<file path="src/hple_pkg.sv">
// ----------------------------------------------------------------------------
// HPACK literal header encoder package
// Shared widths, item codes, encoding constants and the emit record.
// ----------------------------------------------------------------------------
package hple_pkg;

    localparam int LENGTH_BITS = 32;
    localparam int OFFSET_W    = 32;
    localparam int BYTE_W      = 8;

    // item codes carried in the op field
    localparam logic [1:0] OP_NAME_LEN  = 2'd0;
    localparam logic [1:0] OP_NAME_BYTE = 2'd1;
    localparam logic [1:0] OP_VALUE_LEN = 2'd2;
    localparam logic [1:0] OP_VALUE_BYTE = 2'd3;

    localparam logic [BYTE_W-1:0] LIT_NEVER_IDX = 8'h10;
    localparam logic [BYTE_W-1:0] INT_PREFIX_MAX = 8'h7F;
    localparam logic [BYTE_W-1:0] INT_CONT_BIT  = 8'h80;
    localparam int                INT_GROUP_W   = 7;
    localparam logic [BYTE_W-1:0] ASCII_UPPER_A = 8'h41;
    localparam logic [BYTE_W-1:0] ASCII_UPPER_Z = 8'h5A;
    localparam logic [BYTE_W-1:0] ASCII_LOWER_A = 8'h61;

    localparam logic [OFFSET_W-1:0] OFFSET_MAX = '1;
    localparam logic [OFFSET_W-1:0] BUF_SIZE_RESET = '1;

    typedef struct packed {
        logic [BYTE_W-1:0] data;
        logic              last;
    } t_emit;

endpackage

</file>
<file path="src/hple_seq.sv">
// ----------------------------------------------------------------------------
// HPACK literal header encoder sequencer
// Walks one item through prefix, integer and string steps, one byte a cycle
// unless stalled; two compares, a subtract, a shift for the length integer.
// ----------------------------------------------------------------------------
module hple_seq (
    input  logic                         i_clk,
    input  logic                         i_rst_n,
    input  logic                         i_load,
    input  logic [1:0]                   i_op,
    input  logic [31:0]                  i_length,
    input  logic [hple_pkg::BYTE_W-1:0]  i_data_byte,
    input  logic                         i_adv,
    output logic                         o_idle,
    output logic                         o_emit_valid,
    output hple_pkg::t_emit              o_emit
);
    import hple_pkg::*;

    localparam logic [2:0] ST_IDLE      = 3'd0;
    localparam logic [2:0] ST_PREFIX    = 3'd1;
    localparam logic [2:0] ST_INT_FIRST = 3'd2;
    localparam logic [2:0] ST_INT_REST  = 3'd3;
    localparam logic [2:0] ST_STR       = 3'd4;

    logic [2:0]             r_state, n_state;
    logic [LENGTH_BITS-1:0] r_val,   n_val;
    logic [BYTE_W-1:0]      r_db,    n_db;

    logic [LENGTH_BITS-1:0] w_prefix_max;
    logic [LENGTH_BITS-1:0] w_cont_bit;
    logic                   w_fits_prefix;
    logic                   w_more_groups;

    assign w_prefix_max  = LENGTH_BITS'(INT_PREFIX_MAX);
    assign w_cont_bit    = LENGTH_BITS'(INT_CONT_BIT);
    assign w_fits_prefix = r_val < w_prefix_max;
    assign w_more_groups = r_val >= w_cont_bit;

    always_comb begin
        n_state      = r_state;
        n_val        = r_val;
        n_db         = r_db;
        o_emit_valid = 1'b0;
        o_emit.data  = r_db;
        o_emit.last  = 1'b0;
        case (r_state)
            ST_IDLE: begin
                if (i_load) begin
                    n_val = LENGTH_BITS'(i_length);
                    n_db  = i_data_byte;
                    case (i_op)
                        OP_NAME_LEN:  n_state = ST_PREFIX;
                        OP_VALUE_LEN: n_state = ST_INT_FIRST;
                        OP_NAME_BYTE: begin
                            // lowercase ASCII letters in header names
                            if (i_data_byte inside {[ASCII_UPPER_A:ASCII_UPPER_Z]})
                                n_db = i_data_byte - ASCII_UPPER_A + ASCII_LOWER_A;
                            n_state = ST_STR;
                        end
                        default:      n_state = ST_STR;
                    endcase
                end
            end
            ST_PREFIX: begin
                o_emit_valid = 1'b1;
                o_emit.data  = LIT_NEVER_IDX;
                if (i_adv)
                    n_state = ST_INT_FIRST;
            end
            ST_INT_FIRST: begin
                o_emit_valid = 1'b1;
                if (w_fits_prefix) begin
                    o_emit.data = r_val[BYTE_W-1:0];
                    o_emit.last = 1'b1;
                    if (i_adv)
                        n_state = ST_IDLE;
                end else begin
                    o_emit.data = INT_PREFIX_MAX;
                    if (i_adv) begin
                        n_val   = r_val - w_prefix_max;
                        n_state = ST_INT_REST;
                    end
                end
            end
            ST_INT_REST: begin
                o_emit_valid = 1'b1;
                if (w_more_groups) begin
                    o_emit.data = INT_CONT_BIT | {1'b0, r_val[INT_GROUP_W-1:0]};
                    if (i_adv)
                        n_val = r_val >> INT_GROUP_W;
                end else begin
                    o_emit.data = r_val[BYTE_W-1:0];
                    o_emit.last = 1'b1;
                    if (i_adv)
                        n_state = ST_IDLE;
                end
            end
            ST_STR: begin
                o_emit_valid = 1'b1;
                o_emit.data  = r_db;
                o_emit.last  = 1'b1;
                if (i_adv)
                    n_state = ST_IDLE;
            end
            default: n_state = ST_IDLE;
        endcase
    end

    assign o_idle = (r_state == ST_IDLE);

    always_ff @(posedge i_clk) begin
        if (!i_rst_n) begin
            r_state <= ST_IDLE;
        end else begin
            r_state <= n_state;
        end
    end

    always_ff @(posedge i_clk) begin
        r_val <= n_val;
        r_db  <= n_db;
    end

endmodule

</file>
<file path="src/hpack_literal_header_encoder_top.sv">
// ----------------------------------------------------------------------------
// HPACK literal header encoder, top level
// The first byte passes the sequencer state, then the output register.
// Throughput: one output byte per cycle while the sequencer emits and the
// output is not back-pressured; a new item is accepted only in idle.
// Reset (synchronous, active low): offset cleared, buffer_size all ones.
// ----------------------------------------------------------------------------
module hpack_literal_header_encoder_top (
    input  logic        i_clk,
    input  logic        i_rst_n,
    input  logic        s_axis_tvalid,
    output logic        s_axis_tready,
    input  logic [39:0] s_axis_tdata,   // length[31:0], data_byte[39:32]
    input  logic [2:0]  s_axis_tuser,   // op[1:0], block_start[2]
    output logic        m_axis_tvalid,
    input  logic        m_axis_tready,
    output logic [39:0] m_axis_tdata,   // out_byte[7:0], byte_offset[39:8]
    output logic        m_axis_tuser,   // stored
    output logic        m_axis_tlast,
    input  logic        i_cfg_valid,
    output logic        o_cfg_ready,
    input  logic [31:0] i_cfg_data
);
    import hple_pkg::*;

    logic                r_out_valid;
    logic [BYTE_W-1:0]   r_out_data;
    logic [OFFSET_W-1:0] r_out_off;
    logic                r_out_stored;
    logic                r_out_last;
    logic [OFFSET_W-1:0] r_offset;
    logic [OFFSET_W-1:0] r_buf_size;

    logic  w_accept;
    logic  w_idle;
    logic  w_adv;
    logic  w_emit_valid;
    t_emit w_emit;
    logic  w_take;

    assign w_accept      = s_axis_tvalid & s_axis_tready;
    assign s_axis_tready = w_idle;
    assign w_adv         = !r_out_valid || m_axis_tready;
    assign w_take        = w_emit_valid & w_adv;
    assign o_cfg_ready   = 1'b1;

    hple_seq u_seq (
        .i_clk        (i_clk),
        .i_rst_n      (i_rst_n),
        .i_load       (w_accept),
        .i_op         (s_axis_tuser[1:0]),
        .i_length     (s_axis_tdata[31:0]),
        .i_data_byte  (s_axis_tdata[39:32]),
        .i_adv        (w_adv),
        .o_idle       (w_idle),
        .o_emit_valid (w_emit_valid),
        .o_emit       (w_emit)
    );

    always_ff @(posedge i_clk) begin
        if (!i_rst_n) begin
            r_out_valid <= 1'b0;
            r_offset    <= '0;
            r_buf_size  <= BUF_SIZE_RESET;
        end else begin
            if (i_cfg_valid)
                r_buf_size <= i_cfg_data;
            if (w_accept && s_axis_tuser[2])
                r_offset <= '0;
            else if (w_take && r_offset != OFFSET_MAX)
                r_offset <= r_offset + OFFSET_W'(1);
            // hold the byte until taken, refill when the sequencer advances
            if (w_take)
                r_out_valid <= 1'b1;
            else if (m_axis_tready)
                r_out_valid <= 1'b0;
        end
    end

    always_ff @(posedge i_clk) begin
        if (w_take) begin
            r_out_data   <= w_emit.data;
            r_out_off    <= r_offset;
            r_out_stored <= r_offset < r_buf_size;
            r_out_last   <= w_emit.last;
        end
    end

    assign m_axis_tvalid = r_out_valid;
    assign m_axis_tdata  = {r_out_off, r_out_data};
    assign m_axis_tuser  = r_out_stored;
    assign m_axis_tlast  = r_out_last;

    a_no_accept_while_emitting: assert property (@(posedge i_clk) disable iff (!i_rst_n)
        s_axis_tready |-> !w_emit_valid)
        else $error("item accepted while sequencer still emitting");

    a_emit_held_on_stall: assert property (@(posedge i_clk) disable iff (!i_rst_n)
        (w_emit_valid && !w_adv) |=> (w_emit_valid && $stable(w_emit)))
        else $error("pending byte changed under back-pressure");

    a_offset_saturates: assert property (@(posedge i_clk) disable iff (!i_rst_n)
        (r_offset == OFFSET_MAX && !(w_accept && s_axis_tuser[2]))
            |=> (r_offset == OFFSET_MAX))
        else $error("offset wrapped past its maximum");

endmodule
</file>
<file path="config.mk">
export PLATFORM = sky130hd
export DESIGN_NAME = hpack_literal_header_encoder_top
export DESIGN_NICKNAME = d
export VERILOG_FILES = /design/src/hple_pkg.sv /design/src/hple_seq.sv /design/src/hpack_literal_header_encoder_top.sv
export SDC_FILE = /design/constraint.sdc
export NUM_CORES = 1
export LEC_CHECK = 0
export BUFFER_PORTS_ARGS = -buffer_cell sky130_fd_sc_hd__buf_2
export CORE_ASPECT_RATIO = 0.7
export CORE_MARGIN = 3
export CORE_UTILIZATION = 50
export CTS_CLUSTER_DIAMETER = 150
export CTS_CLUSTER_SIZE = 30
export DETAILED_ROUTE_END_ITERATION = 10
export PLACE_DENSITY_LB_ADDON = 0.25
export SKIP_LAST_GASP = 1
export SLEW_MARGIN = 25
export SYNTH_ARGS = -nofsm -noshare
export SYNTH_HDL_FRONTEND = slang
export SYNTH_SLANG_ARGS = --single-unit
</file>
<file path="constraint.sdc">
create_clock -name i_clk -period 10.1 [get_ports i_clk]
set_input_delay 3.03 -clock i_clk [delete_from_list [all_inputs] [get_ports i_clk]]
set_output_delay 3.03 -clock i_clk [all_outputs]
set_load 0.01 [all_outputs]
</file>
==> summary.md <==
| Metric | Value |
|---|---|
| Yosys Warn Count | 0 |
| Grt total ovfl | 0 |
| Final WL | about 18 mm |
| Nets | 1017 |
| Die width | 155.2 um |
| Critical Path RT | ~10 ns |
| Post-Syn Nets | a little over 900 |
| Async S/R FF share, synth | 0 |
| Buf/Inv on CP | 3 |
| Clk buf depth | 2 |
| Layout cell share with drive strength beyond 1 | 0.1945 |
| Worst-margin pin slew | about 0.80 ns |
| Initial Utilization | 0.5209 |
| Largest net degree at the start of global routing | 64 |
| DRC Markers | 0 |
| Vias in the first global route | 5794 |
| Vias | roughly 6400 |
| Wire per inst | about 17 um |
| Vias per inst | 5.750 |
| Post-DRT Antenna Nets | 0 |
| Gr usage total | 0.2121 |
| Seq cells post-synth | 150 |
| CTS buffer count | 17 |
| Antenna cell count | 0 |
| Port Buffer Count | between 100 and 150 |
| Top cells by count, synth | 116 x nand2_1, 82 x edfxtp_1, 68 x dfxtp_1 |
| Cell taking the most area after synthesis | edfxtp_1 |
| Cts hold-fix bufs | 0 |
| Crit path time final | a little under 5 ns |
| Synthesized instance count | between 700 and 800 |
| Final-report max-slew violation count | 0 |
| Top-count cell post-synth | nand2_1 |
| RePlAce Congestion | around 0.9 |
| Final setup TNS | 0 ns |
| CP max stage cell | or4_1 |
| Netlist cell types | 76 |
| TritonRoute pass-1 iters | 5 |
| Worst-path cell chain | buf_2, nand2b_1, nand3_1, inv_2, buf_4, nand3_4, or4_1, a21oi_1 |
| Max_cap viols | 0 |
| CTS root buf | clkbuf_16 |
| First-pass GRT wire length | between 20 and 30 mm |
| Cell area after synthesis | a little under 8000 sq um |
| RSZ-0062 raised after global routing | no |
| Crit Path Max Fanout | between 40 and 50 |
| CTS tree | yes |
| Initial drt markers | about 610 |
| Post CTS Setup Buffer Count | 0 |
| Final setup vio count | 0 |
| Number of flops mapped to enable cells by yosys | between 80 and 90 |
| Skew-Pair Late Insertion Delay | approximately 0.41 ns |
| Top cells by area, synth | edfxtp_1 32%, dfxtp_1 17%, ha_1 5.6% |
| F_max | between 200 and 250 MHz |
| VDD IR max | 0.0001567 V |
| DP Wirelength | 12.92 mm |
| DIE HEIGHT | between 100 and 150 um |
| CP top delay family | simple AND/OR/NAND/NOR gates |
| Die ar. | ~17000 sq um |
| Initial antenna violation count | 0 |
| Layout area overhead | 16.69% |
| Crit path DAT | between 5 and 6 ns |
| Hold Fails Final Rpt | 0 |
| Post-CTS sizing | 0 |
| Fin crit share | 0.4885 |
| Cell Pwr Density | approximately 260 nW/um^2 |
| Setup crit start kind | input port |
| Main flop type after synthesis | edfxtp_1 |
| Clock sinks | 150 |
| Area share of the largest cell type after synthesis | 0.3161 |
| Lkg Pwr | around 3.8 nW |
| Site row count | 37 |
| Core area | ~15000 sq um |
| CP Capture Type | register |
| Clock skew | roughly 0.012 ns |
| Status | finished, final reports clean |
| Crit path kind | input port to register |
| Sequential area share after synthesis | 0.4909 |
| Hold crit path type | register to register |
| Reg clk slew, reported paths | 0.06 ns |
| H-tree lvl count | 4 |
| Post-Syn Area per Cell | 9.760 sq um |
| # IOs | ~130 |
| Final core utilization | 0.6078 |
| Rel. slew slack | 0.4659 |
| Max incr delay on CP | about 0.56 ns |
[where the power goes]
part	internal, W	leakage (nW)	switching [W]
sequential	0.000897	1.36	0.000134
combinational	0.000241	2.17	0.000442
clock	0.000365	0.289	0.000258
total	0.00150	3.82	0.000835
[worst min-delay path, delay by kind of cell, from the launching register on]
family	cells	cell delay [ns]
flip-flops	1	0.33
multiplexers	1	0.06
AND/OR/NAND/NOR	1	0.06
[area by class of cell]
class	instances	area, sq um
fillers	1324	5864
flip-flops and latches	150	3824
multi-input cells	561	3613
repair buffers	129	663.1
clock buffers	20	467.9
well taps	195	244.0
inverters	43	161.4
clock inverters	12	115.1
[path summary, 6_finish.rpt]
path | start | endpoint | slack (ns) | depth (start not counted)
max reg2reg | u_seq.r_state[0]$_SDFFE_PN0P_ | r_offset[25]$_SDFFE_PP0P_ | 7.09 | 8
min | r_buf_size[0]$_SDFFE_PN1P_ | r_buf_size[0]$_SDFFE_PN1P_ | 0.48 | 2
max | m_axis_tready | r_offset[25]$_SDFFE_PP0P_ | 5.17 | 8
min reg2reg | r_buf_size[0]$_SDFFE_PN1P_ | r_buf_size[0]$_SDFFE_PN1P_ | 0.48 | 2
[kinds of logic (layout without fill, tap and decap cells)]
family                   Yosys count  after routing  synth area share
AO/OA/AOI/OAI                    192            192            0.1629
other                              1              1         0.0004815
multiplexers                      10             10           0.01333
adder cells (fa/ha/maj)           35             35           0.05622
buffers and inverters             87            204           0.04578
AND/OR/NAND/NOR                  294            294            0.1978
flip-flops                       150            150            0.4909
XOR/XNOR                          29             29           0.03261
[cell usage in the layout (no fill, tap or decap), types with 8 or more instances in the layout]
cell type | netlist | final
a21oi_1 | 34 | 34
a31oi_1 | 8 | 8
and2_1 | 10 | 10
and4_1 | 10 | 10
buf_2 | 11 | 122
clkbuf_16 | 0 | 18
dfxtp_1 | 68 | 68
edfxtp_1 | 82 | 82
ha_1 | 35 | 35
inv_1 | 41 | 41
nand2_1 | 116 | 116
nand2b_1 | 10 | 10
nand3_1 | 24 | 24
nand4_1 | 21 | 21
nor2_1 | 33 | 33
nor3_1 | 12 | 11
o211ai_1 | 35 | 35
o21ai_0 | 54 | 54
o221ai_1 | 9 | 9
o31ai_1 | 11 | 11
or3_1 | 14 | 14
or4_1 | 9 | 9
xor2_1 | 22 | 22
[sequential cells by signal, summed over array words and instances (netlist names), 3 cells and up]
signal / cells
r_buf_size: 32
r_offset: 32
r_out_off: 32
u_seq.r_val: 32
r_out_data: 8
u_seq.r_db: 8
u_seq.r_state: 3
[metal layers]
metal / routed length (um) / GRT usage / part of all wire / up-vias
met5: 0 / 0 / 0 / -
met4: 166 / 0.04781 / 0.0090 / 0
met3: 1259 / 0.04230 / 0.068 / 14
met2: 7515 / 0.2886 / 0.41 / 244
met1: 9455 / 0.3429 / 0.51 / 2952
li1: - / - / - / 3172
[per-stage QoR]
step | setup slack [ns] | instance area (sq um) | hold slack [ns] | cells | power, W
2_1_floorplan | 4.187 | 7789 | 0.4329 | 798 | 0.001474
3_3_place_gp | 4.824 | 8503 | 0.4655 | 1078 | 0.001717
3_5_place_dp | 4.750 | 8503 | 0.4599 | 1078 | 0.001725
4_1_cts | 5.191 | 9086 | 0.4768 | 1110 | 0.002348
5_1_grt | 4.960 | 9089 | 0.4953 | 1110 | 0.002477
6_report | 5.166 | 9089 | 0.4758 | 1110 | 0.002338
No activity file was read; power rests on OpenSTA's default activity.
